`config.mk`:
```
export PLATFORM = sky130hd
export DESIGN_NAME = sgfr_ctrl
export DESIGN_NICKNAME = d
export VERILOG_FILES = /design/src/design/sgfr_pkg.sv /design/src/design/sgfr_ctrl.sv
export VERILOG_INCLUDE_DIRS = /design/src /design/src/design
export SDC_FILE = /design/constraint.sdc
export NUM_CORES = 1
export LEC_CHECK = 0
export BUFFER_PORTS_ARGS = -buffer_cell sky130_fd_sc_hd__buf_2
export CORE_MARGIN = 2
export CORE_UTILIZATION = 45
export CTS_CLUSTER_DIAMETER = 40
export DETAILED_ROUTE_END_ITERATION = 12
export HOLD_SLACK_MARGIN = 0.06
export PLACE_DENSITY = 0.76
export SYNTH_ARGS = -nofsm -noshare
export SYNTH_HDL_FRONTEND = slang
export SYNTH_SLANG_ARGS = --single-unit
```
`constraint.sdc`:
```
create_clock -name clk -period 1.85 [get_ports clk]
set_clock_uncertainty 0.05 [all_clocks]
set_input_delay 0 -clock clk [delete_from_list [all_inputs] [get_ports clk]]
set_output_delay 0 -clock clk [all_outputs]
set_load 0.005 [all_outputs]
```
`src/design/scaled_glyph_framebuffer_renderer_assert.svh`:
```
// ----------------------------------------------------------------------------
// scaled glyph framebuffer renderer assertion macros
// concurrent checks that vanish when SYNTHESIS is defined
// ----------------------------------------------------------------------------
`ifndef SCALED_GLYPH_FRAMEBUFFER_RENDERER_ASSERT_SVH
`define SCALED_GLYPH_FRAMEBUFFER_RENDERER_ASSERT_SVH
`ifndef SYNTHESIS
`define SGFR_ASSERT(name, clk, rst, prop, msg) \
  name: assert property (@(posedge clk) disable iff (rst) prop) else $error(msg);
`define SGFR_ASSERT_IMPL(name, clk, rst, ante, cons, msg) \
  name: assert property (@(posedge clk) disable iff (rst) (ante) |-> (cons)) else $error(msg);
`else
`define SGFR_ASSERT(name, clk, rst, prop, msg)
`define SGFR_ASSERT_IMPL(name, clk, rst, ante, cons, msg)
`endif
`endif

```
`src/design/sgfr_pkg.sv`:
```
// ----------------------------------------------------------------------------
// sgfr_pkg
// shared constants, glyph rom, controller states and command/status structs
// ----------------------------------------------------------------------------
`default_nettype none

package sgfr_pkg;

  localparam int SCREEN_WIDTH  = 128;
  localparam int SCREEN_HEIGHT = 64;
  localparam int PAGE_COUNT    = (SCREEN_HEIGHT + 7) / 8;
  localparam int STORE_BYTES   = SCREEN_WIDTH * PAGE_COUNT;
  localparam int ADDR_W        = $clog2(STORE_BYTES);

  localparam int GLYPH_COLS  = 5;
  localparam int GLYPH_ROWS  = 7;
  localparam int GLYPH_COUNT = 37;
  localparam int SCALE_W     = 4;
  localparam int INDEX_W     = 10;

  localparam logic [1:0] OP_CLEAR = 2'd0;
  localparam logic [1:0] OP_DRAW  = 2'd1;
  localparam logic [1:0] OP_PIXEL = 2'd2;
  localparam logic [1:0] OP_READ  = 2'd3;

  localparam logic [SCALE_W-1:0] SCALE_RESET = 4'd2;

  // digits, colon, then A-Z; bit n of a column byte is glyph row n
  localparam logic [7:0] GLYPH_ROM [GLYPH_COUNT][GLYPH_COLS] = '{
    '{8'h3E, 8'h51, 8'h49, 8'h45, 8'h3E},
    '{8'h00, 8'h42, 8'h7F, 8'h40, 8'h00},
    '{8'h42, 8'h61, 8'h51, 8'h49, 8'h46},
    '{8'h21, 8'h41, 8'h45, 8'h4B, 8'h31},
    '{8'h18, 8'h14, 8'h12, 8'h7F, 8'h10},
    '{8'h27, 8'h45, 8'h45, 8'h45, 8'h39},
    '{8'h3C, 8'h4A, 8'h49, 8'h49, 8'h30},
    '{8'h01, 8'h71, 8'h09, 8'h05, 8'h03},
    '{8'h36, 8'h49, 8'h49, 8'h49, 8'h36},
    '{8'h06, 8'h49, 8'h49, 8'h29, 8'h1E},
    '{8'h00, 8'h36, 8'h36, 8'h00, 8'h00},
    '{8'h7E, 8'h11, 8'h11, 8'h11, 8'h7E},
    '{8'h7F, 8'h49, 8'h49, 8'h49, 8'h36},
    '{8'h3E, 8'h41, 8'h41, 8'h41, 8'h22},
    '{8'h7F, 8'h41, 8'h41, 8'h22, 8'h1C},
    '{8'h7F, 8'h49, 8'h49, 8'h49, 8'h41},
    '{8'h7F, 8'h09, 8'h09, 8'h09, 8'h01},
    '{8'h3E, 8'h41, 8'h49, 8'h49, 8'h7A},
    '{8'h7F, 8'h08, 8'h08, 8'h08, 8'h7F},
    '{8'h00, 8'h41, 8'h7F, 8'h41, 8'h00},
    '{8'h20, 8'h40, 8'h41, 8'h3F, 8'h01},
    '{8'h7F, 8'h08, 8'h14, 8'h22, 8'h41},
    '{8'h7F, 8'h40, 8'h40, 8'h40, 8'h40},
    '{8'h7F, 8'h02, 8'h0C, 8'h02, 8'h7F},
    '{8'h7F, 8'h04, 8'h08, 8'h10, 8'h7F},
    '{8'h3E, 8'h41, 8'h41, 8'h41, 8'h3E},
    '{8'h7F, 8'h09, 8'h09, 8'h09, 8'h06},
    '{8'h3E, 8'h41, 8'h51, 8'h21, 8'h5E},
    '{8'h7F, 8'h09, 8'h19, 8'h29, 8'h46},
    '{8'h46, 8'h49, 8'h49, 8'h49, 8'h31},
    '{8'h01, 8'h01, 8'h7F, 8'h01, 8'h01},
    '{8'h3F, 8'h40, 8'h40, 8'h40, 8'h3F},
    '{8'h1F, 8'h20, 8'h40, 8'h20, 8'h1F},
    '{8'h3F, 8'h40, 8'h38, 8'h40, 8'h3F},
    '{8'h63, 8'h14, 8'h08, 8'h14, 8'h63},
    '{8'h07, 8'h08, 8'h70, 8'h08, 8'h07},
    '{8'h61, 8'h51, 8'h49, 8'h45, 8'h43}
  };

  typedef enum logic [3:0] {
    ST_INIT,
    ST_IDLE,
    ST_DISPATCH,
    ST_CLEAR,
    ST_PIX_RD,
    ST_PIX_WR,
    ST_READ,
    ST_COL,
    ST_STEP,
    ST_FL_RD,
    ST_FL_WR,
    ST_DONE
  } state_t;

  typedef struct packed {
    logic load;
    logic clr_step;
    logic pix_rd;
    logic pix_wr;
    logic byte_rd;
    logic col_start;
    logic col_next;
    logic step;
    logic fl_rd;
    logic fl_wr;
    logic res_load;
  } dp_cmd_t;

  typedef struct packed {
    logic [1:0] op;
    logic       draw_ok;
    logic       pix_ok;
    logic       clear_last;
    logic       col_draw;
    logic       last_col;
    logic       last_step;
    logic       flush_need;
    logic       flush_last;
    logic       out_free;
  } dp_stat_t;

  function automatic logic glyph_valid(input logic [7:0] code);
    return (code >= 8'h30 && code <= 8'h39) || code == 8'h3A ||
           (code >= 8'h41 && code <= 8'h5A) || (code >= 8'h61 && code <= 8'h7A);
  endfunction

  // lowercase folds onto the uppercase rows
  function automatic logic [5:0] glyph_index(input logic [7:0] code);
    logic [5:0] idx;
    idx = 6'd0;
    if (code >= 8'h30 && code <= 8'h39) begin
      idx = 6'(code - 8'h30);
    end else if (code == 8'h3A) begin
      idx = 6'd10;
    end else if (code >= 8'h41 && code <= 8'h5A) begin
      idx = 6'(code - 8'h41 + 8'd11);
    end else if (code >= 8'h61 && code <= 8'h7A) begin
      idx = 6'(code - 8'h61 + 8'd11);
    end
    return idx;
  endfunction

  function automatic logic [7:0] glyph_column(input logic [5:0] idx, input logic [2:0] col);
    logic [7:0] bits;
    bits = 8'h00;
    if (32'(idx) < GLYPH_COUNT && 32'(col) < GLYPH_COLS) begin
      bits = GLYPH_ROM[idx][col];
    end
    return bits;
  endfunction

  function automatic logic [ADDR_W-1:0] byte_addr(input logic [4:0] page, input logic [7:0] x);
    return ADDR_W'(32'(page) * SCREEN_WIDTH + 32'(x));
  endfunction

endpackage

`default_nettype wire

```
`src/design/sgfr_ctrl.sv`:
```
// ----------------------------------------------------------------------------
// sgfr_ctrl
// operation sequencer: clear sweep, pixel and byte access, glyph column scan
// ----------------------------------------------------------------------------
`default_nettype none

`include "scaled_glyph_framebuffer_renderer_assert.svh"

module sgfr_ctrl (
  input  logic                clk,
  input  logic                rst,
  input  logic                in_valid,
  output logic                in_ready,
  input  sgfr_pkg::dp_stat_t  stat,
  output sgfr_pkg::dp_cmd_t   cmd
);

  sgfr_pkg::state_t state;
  sgfr_pkg::state_t state_next;

  always_ff @(posedge clk) begin
    if (rst) begin
      state <= sgfr_pkg::ST_INIT;
    end else begin
      state <= state_next;
    end
  end

  always_comb begin
    state_next = state;
    case (state)
      sgfr_pkg::ST_INIT: begin
        if (stat.clear_last) state_next = sgfr_pkg::ST_IDLE;
      end
      sgfr_pkg::ST_IDLE: begin
        if (in_valid) state_next = sgfr_pkg::ST_DISPATCH;
      end
      sgfr_pkg::ST_DISPATCH: begin
        case (stat.op)
          sgfr_pkg::OP_CLEAR: state_next = sgfr_pkg::ST_CLEAR;
          sgfr_pkg::OP_DRAW:
            state_next = stat.draw_ok ? sgfr_pkg::ST_COL : sgfr_pkg::ST_DONE;
          sgfr_pkg::OP_PIXEL:
            state_next = stat.pix_ok ? sgfr_pkg::ST_PIX_RD : sgfr_pkg::ST_DONE;
          default: state_next = sgfr_pkg::ST_READ;
        endcase
      end
      sgfr_pkg::ST_CLEAR: begin
        if (stat.clear_last) state_next = sgfr_pkg::ST_DONE;
      end
      sgfr_pkg::ST_PIX_RD: state_next = sgfr_pkg::ST_PIX_WR;
      sgfr_pkg::ST_PIX_WR: state_next = sgfr_pkg::ST_DONE;
      sgfr_pkg::ST_READ:   state_next = sgfr_pkg::ST_DONE;
      sgfr_pkg::ST_COL: begin
        if (stat.col_draw) begin
          state_next = sgfr_pkg::ST_STEP;
        end else if (stat.last_col) begin
          state_next = sgfr_pkg::ST_DONE;
        end
      end
      sgfr_pkg::ST_STEP: begin
        if (stat.flush_need) begin
          state_next = sgfr_pkg::ST_FL_RD;
        end else if (stat.last_step) begin
          state_next = stat.last_col ? sgfr_pkg::ST_DONE : sgfr_pkg::ST_COL;
        end
      end
      sgfr_pkg::ST_FL_RD: state_next = sgfr_pkg::ST_FL_WR;
      sgfr_pkg::ST_FL_WR: begin
        if (!stat.flush_last) begin
          state_next = sgfr_pkg::ST_STEP;
        end else begin
          state_next = stat.last_col ? sgfr_pkg::ST_DONE : sgfr_pkg::ST_COL;
        end
      end
      sgfr_pkg::ST_DONE: begin
        if (stat.out_free) state_next = sgfr_pkg::ST_IDLE;
      end
      default: state_next = sgfr_pkg::ST_IDLE;
    endcase
  end

  always_comb begin
    cmd      = '0;
    in_ready = 1'b0;
    case (state)
      sgfr_pkg::ST_INIT:  cmd.clr_step = 1'b1;
      sgfr_pkg::ST_IDLE: begin
        in_ready = 1'b1;
        cmd.load = in_valid;
      end
      sgfr_pkg::ST_CLEAR:  cmd.clr_step = 1'b1;
      sgfr_pkg::ST_PIX_RD: cmd.pix_rd   = 1'b1;
      sgfr_pkg::ST_PIX_WR: cmd.pix_wr   = 1'b1;
      sgfr_pkg::ST_READ:   cmd.byte_rd  = 1'b1;
      sgfr_pkg::ST_COL: begin
        cmd.col_start = stat.col_draw;
        cmd.col_next  = !stat.col_draw;
      end
      sgfr_pkg::ST_STEP: begin
        cmd.step     = 1'b1;
        // column finished with nothing left to write back
        cmd.col_next = stat.last_step && !stat.flush_need;
      end
      sgfr_pkg::ST_FL_RD: cmd.fl_rd = 1'b1;
      sgfr_pkg::ST_FL_WR: begin
        cmd.fl_wr    = 1'b1;
        cmd.col_next = stat.flush_last;
      end
      sgfr_pkg::ST_DONE: cmd.res_load = stat.out_free;
      default: cmd = '0;
    endcase
  end

  `SGFR_ASSERT_IMPL(a_res_slot_free, clk, rst, cmd.res_load, stat.out_free, "result loaded over pending result")
  `SGFR_ASSERT_IMPL(a_flush_order, clk, rst, state == sgfr_pkg::ST_FL_WR, $past(state) == sgfr_pkg::ST_FL_RD, "write-back without read")

endmodule

`default_nettype wire

```
* Word-level counts from Yosys, hierarchy flattened
Cells that the tools add are included.
** Word-level totals
- Output and inout port bits :: 12
- Input bits :: 14
- Register bits :: 4
** Cells by class
- Muxes and demuxes :: 26
- Eq/ne operators :: 19
- Reduce and logical (&&, ||, !) cells :: 8
** Operators by type and width (count)
- two-way mux 4 bit :: 12
- one-hot mux 4 bit (11 select lines) :: 1
- == test 4 x 3 -> 1 bit (second input constant) :: 4
- == test 4 bit (second input constant) :: 4
- one-hot mux 4 bit (3 select lines) :: 1
- two-way mux 1 bit :: 11
- == test 4 x 2 -> 1 bit (second input constant) :: 2
- inequality test 2 bit (second input constant) :: 4
- inequality test 3 bit (second input constant) :: 2
- AND reduction 6 bit :: 1
- == test 4 x 1 -> 1 bit (second input constant) :: 1
- zero test 4 bit :: 1
- OR reduction 2 bit :: 2
- one-hot mux 1 bit (3 select lines) :: 1
- == test 2 x 1 -> 1 bit (second input constant) :: 1
- == test 2 bit (second input constant) :: 1
- zero test 1 bit :: 2
- zero test 2 bit :: 1
- logical AND 1 bit :: 1

* Longest topological paths before layout
Gate-level depths: netlist (run 1).
- Word-level depth :: 4
- Mapped depth :: 7
- Gate-level depth less buffers :: 5

* Worst setup path before layout (run 1)
Ideal clock, no wire load.
- Path type :: reg2reg
- From :: register state[3]
- To :: register state[0]
- Path slack :: 226 ps
- Library setup time :: 139 ps
- Clock period less this slack :: 1624 ps
- Stages on the path, launching flop included :: 7
- Arrival :: 1435 ps
- Data required time :: 1661 ps
- Path through :: dfxtp_1 nand2b_1 buf_2 or4_4 o21a_1 a21oi_2 a311oi_2
** On the way
- Cells in the longest elaborated chain, start to end :: 3
- Elaborated cells between the ends (all ways) :: 21
- Those cells by class :: 17 x eq/ne; 1 x mux; 3 x reduce/logical
** Ends and longest elaborated chain
- start, declared :: RTL line sgfr_ctrl.sv:18 : sgfr_pkg::state_t state;
- start signal, assigned :: RTL line sgfr_ctrl.sv:23 : state <= sgfr_pkg::ST_INIT;
- start signal, assigned :: RTL line sgfr_ctrl.sv:25 : state <= state_next;
- == test 4 x 3 -> 1 bit, or another cell as far along :: RTL line sgfr_ctrl.sv:31 : case (state)
- OR reduction 2 bit (no source line), or another cell as far along
- one-hot mux 4 bit (11 select lines) / AND reduction 6 bit (equally long branches)
Parallel ways exist; a longest one is shown, timed or not.
A chain may end at the register's enable or synchronous reset.

==> flow_summary.yaml, run 1 <==
routing:
  drt_iter0_markers: 15
  drt-total-wl_um: 1680
  wire_per_inst_um: 12.6
  ant_nets: 0
  drtPass1Iterations: 4
  drcViolationCount: 0
  vias: 761
  routed_via_density: 5.72
synthesis:
  syn_inst: 90
  async_flop_share_pct: 0
  syn_area_um2: 598
  yosys.cell_types.count: 36
  dominantRegCellSynth: "dfxtp_1"
  avgSynthCellArea_um2: 6.65
  ys_warn_count: 0
  synth_top_area_share_pct: 13.4
  syn_nets: 104
  yosys-top-cells-area: "dfxtp_1, nor2_1, o21ai_0"
  yosysTopAreaCell: "dfxtp_1"
  ys_seq_area_share_pct: 13.4
  synth_edf_count: 0
  synth-seq-cells: 4
pwr:
  p_leak_nw: 0.339
  powerDensity_nw_per_um2: 1230
  ir_drop_uv: 570
floorplan:
  fp.dieH_um: 40.5
  io_pins: 26
  die_w_um: 40.5
  fp-row-count: 13
  initial_utilization_pct: 47.1
  die_area_um2: 1640
  core_area_um2: 1270
cells_and_area:
  area_growth_pct: 31.2
  layout_common_cells: "buf_2, nor2_1, o21ai_0, buf_4"
  n_antenna_cell: 0
  drive_above_1_share_pct: 35.6
  largest_register_ffs: 4
  reg_top3: "state (4)"
  final_nets: 134
  final_cells: 133
  fin_util_pct: 61.8
  regMostFlops: "state"
  layout_commonest_cell: "buf_2"
timing:
  rsz0062_at_grt: "no"
  finalHoldViolCount: 0
  fin_ws_ns: 0.0878
  tightest_slew_ns: 0.421
  min_period_over_period_pct: 95.3
  max-slew-margin-rel_pct: 71.6
  setup_viol: 0
  max_freq_ghz: 0.567
  drv_slew: 0
  tns_ns: 0
  post-route-min-period_ns: 1.76
place:
  numPortBuffers: 25
  dp_cells: 129
  pre_cts_ws_ns: 0.108
  hpwl_um: 1350
  place.gp.congestion: 0.874
setup_path:
  required_ns: 1.80
  worstSetupPathType: "reg2out"
  end_kind: "output pin"
  cp_max_fo: 9
  r2r_slack_ns: 0.20
  cp.arrival_ns: 1.71
  regToRegEndpoint: "state[0]$_SDFFE_PP0P_"
  r2r_cells: 5
  crit_path_start_kind: "register"
  r2r_start: "state[3]$_SDFFE_PP0P_"
  crit_path_start: "state[3]$_SDFFE_PP0P_"
clock_network:
  clock_latency_ns: 0.24
  cts_tree: "done"
  clkTransAtPathRegs_ns: 0.04
  htreeDepth: 1
  cts_buffers: 3
  cts_buffer_depth: 2
  clock-sinks: 4
  clock_tree.root_cell: "clkbuf_4"
  cts_setup_buffers: 0
grt:
  overflow: 0
  first_global_vias: 618
  antenna_found_initial: 0
  grt_max_degree: 15
  grt_first_pass_wirelength_um: 2500
  grt.total_usage_pct: 22.6
run_status:
  outcome: "finished, final reports clean"
hold_path:
  worst_hold_path.endpoint: "state[2]$_SDFFE_PP0P_"
  hold_start: "stat[5]"
  hold_depth: 3
  hold_class: "in2reg"
flow_run:
  max-cap-violations: 0
-- worst max path at each step --
stage,endpoint,cells past startpoint
2_1_floorplan,state[0]$_SDFFE_PP0P_,6
3_3_place_gp,state[0]$_SDFFE_PP0P_,5
3_5_place_dp,state[1]$_SDFFE_PP0P_,5
4_1_cts,cmd[4],6
5_1_grt,cmd[4],6
6_report,cmd[4],6
-- power by group --
group	internal (mW)	switching (mW)
clock	0.0728	0.0387
combinational	0.313	0.344
sequential	0.119	0.0766
total	0.505	0.459
-- per-layer routing --
layer | vias to the layer above | wire length (um) | global-route usage, %
li1 | 392 | - | -
met1 | 340 | 788 | 27.6
met2 | 26 | 806 | 42.1
met4 | 0 | 19 | 5.00
met5 | - | 0 | 0
met3 | 3 | 65 | 1.67
-- what timing repair did --
item                       CTS  global route
hold buffers                 1             0
hold endpoints to repair     4             0
setup endpoints to repair    0             3
resized for setup            0             2
-- worst max-delay path, cell delays in order, from the launching register on --
cell      delay (ns)
dfxtp_1         0.45
nand2b_1        0.11
buf_4           0.17
nor3b_1         0.29
o21ai_1         0.19
o21ai_0         0.12
buf_2           0.14
-- cell type report --
cell class | count | area [um^2]
clock buffer | 3 | 22.5
fill | 130 | 484
inverter | 6 | 22.5
multi-input combinational | 72 | 452
sequential | 4 | 81.3
tap | 15 | 18.8
timing repair buffer | 33 | 188
-- per-stage QoR --
step           area (um^2)  power, mW  hold WS (ns)
3_3_place_gp           751      0.835         0.167
6_report               785      0.964        0.0785
5_1_grt                785       1.05        0.0960
2_1_floorplan          598      0.660        0.0179
3_5_place_dp           751      0.847         0.172
4_1_cts                783      0.959        0.0732
-- kinds of logic (layout without fill, tap and decap cells) --
family | after synthesis | in the layout | synth area share (%)
compound gates | 33 | 33 | 40.2
flops | 4 | 4 | 13.4
xor+xnor | 1 | 1 | 1.46
simple gates | 38 | 38 | 33.9
buf+inv | 14 | 42 | 11.1
-- Yosys cell counts (2+ instances only) --
cell      number
nor3_1         6
nor2_1        13
or4_4          2
dfxtp_1        4
a21oi_1        6
buf_2          5
nand2_1        2
inv_1          6
nand3_1        5
o21ai_0        8
o21a_1         2
o41ai_1        2
nand2b_1       4
o22a_1         2
nor2b_1        2
(Power assumes the default switching activity.)
==> run 2: changes to the inputs <==
- GPL_TIMING_DRIVEN: not set -> 0
- PLACE_DENSITY: 0.76 -> 0.78
==> run 2 against run 1 <==
  * Die area stayed put
  * Non-clock buffer count is 1 higher
  * Highest routed layer is now met3
  * Critical path depth stayed put
==> flow_summary.yaml, run 2 (synthesis gave the netlist of run 1 again) <==
setup_path:
  r2r_slack_ns: 0.1
  cp_max_fo: 9
  cp.arrival_ns: 1.79
  crit_path_start_kind: "register"
  worstSetupPathType: "reg2reg"
  critPathSlowestCell: "or4_4"
  crit_path_start: "state[3]$_SDFFE_PP0P_"
  path_cells: "nand2b_1 > buf_2 > or4_4 > o21a_1 > a21oi_2 > a311oi_2"
  required_ns: 1.89
  end_kind: "register"
  r2r_start: "state[3]$_SDFFE_PP0P_"
  max_stage_delay_ns: 0.52
floorplan:
  die_w_um: 40.5
  initial_utilization_pct: 47.1
  core_area_um2: 1270
  fp-row-count: 13
  io_pins: 26
  fp.dieH_um: 40.5
  die_area_um2: 1640
clock_network:
  clock_latency_ns: 0.24
  htreeDepth: 1
  clock-sinks: 4
  cts_setup_buffers: 0
  clkTransAtPathRegs_ns: 0.04
  cts_buffers: 3
  cts_buffer_depth: 2
  clock_tree.root_cell: "clkbuf_4"
  cts_tree: "done"
timing:
  rsz0062_at_grt: "no"
  setup_viol: 0
  drv_slew: 0
  finalHoldViolCount: 0
  post-route-min-period_ns: 1.75
  tns_ns: 0
  max_freq_ghz: 0.570
  min_period_over_period_pct: 94.8
  tightest_slew_ns: 0.411
  max-slew-margin-rel_pct: 72.2
routing:
  drt_iter0_markers: 42
  wl_met1_um: 748
  drt-total-wl_um: 1680
  dr.max_layer_used: "met3"
  route.met3.wl_um: 144
  routed_via_density: 5.86
  drcViolationCount: 0
  ant_nets: 0
  drtPass1Iterations: 4
  vias: 785
  wire_per_inst_um: 12.5
  met2_length_um: 787
cells_and_area:
  drive_above_1_share_pct: 35.3
  final_nets: 135
  largest_register_ffs: 4
  layout_commonest_cell: "buf_2"
  regMostFlops: "state"
  n_antenna_cell: 0
  area_growth_pct: 29.9
  layout_common_cells: "buf_2, nor2_1, o21ai_0"
  reg_top3: "state (4)"
run_status:
  outcome: "finished, final reports clean"
hold_path:
  hold_class: "in2reg"
  hold_start: "stat[5]"
pwr:
  p_leak_nw: 0.342
  ir_drop_uv: 509
  switching_power_mw: 0.466
  pwr-share-comb_pct: 74.5
  clkPwrFrac_pct: 11.5
  power.internal_mw: 0.494
  totalPowerFinal_mw: 0.960
  powerDensity_nw_per_um2: 1240
  seqPwrFrac_pct: 14.0
  p_sw_share_pct: 48.5
grt:
  first_global_vias: 650
  overflow: 0
  grt_max_degree: 11
  grt_first_pass_wirelength_um: 2750
  grt.total_usage_pct: 24.7
  antenna_found_initial: 0
flow_run:
  max-cap-violations: 0
place:
  numPortBuffers: 25
  hpwl_um: 1270
  place.gp.congestion: 0.946
## run 2: power groups by stage
stage / clock (mW) / sequential, mW / combinational (mW)
after CTS: 0.115 / 0.134 / 0.704
after global routing: 0.127 / 0.137 / 0.797
final: 0.110 / 0.134 / 0.715
after detailed placement: 0 / 0.135 / 0.700
after global placement: 0 / 0.134 / 0.687
after floorplan: 0 / 0.130 / 0.530
## run 2: layout make-up
| class | instances | area (um^2) |
|---|---|---|
| buffer | 8 | 46.3 |
| timing repair buffer | 26 | 135 |
| inverter | 6 | 22.5 |
| fill | 127 | 492 |
| sequential | 4 | 80.1 |
| clock buffer | 3 | 22.5 |
| multi-input combinational | 72 | 452 |
| tap | 15 | 18.8 |
## run 2: worst max-delay path: cells and delay by family, from the launching register on
family,cells,cell delay [ns]
AOI/OAI and AO/OA,3,0.39
buffers and inverters,1,0.17
DFF,1,0.33
and+or+nand+nor,2,0.67
## run 2: through the flow
stage	utilization (%)	hold slack, ns	instances	cell area (um^2)	setup WS, ns
6_report	61.2	0.0868	134	777	0.0960
3_3_place_gp	58.5	0.172	130	742	0.126
5_1_grt	61.2	0.0823	134	777	0.00218
4_1_cts	61.0	0.0784	134	774	0.0864
3_5_place_dp	58.5	0.176	130	742	0.0932
2_1_floorplan	-	0.0179	90	598	0.226
## run 2: what timing repair did
action                                  4_1_cts  5_1_grt
gates resized for setup                       0        3
hold buffers                                  1        0
endpoints found under the setup margin        0        1
hold endpoints to repair                      4        0
## run 2: final timing paths
kind,endpoint,cells after the start
max,state[0]$_SDFFE_PP0P_,6
min,state[2]$_SDFFE_PP0P_,3
max reg2reg,state[0]$_SDFFE_PP0P_,6
min reg2reg,state[3]$_SDFFE_PP0P_,3
## run 2: layer usage
metal	track usage [%]	vias up
li1	-	387
met1	33.1	356
met2	40.5	42
met3	8.33	0
met4	0	0
met5	0	-
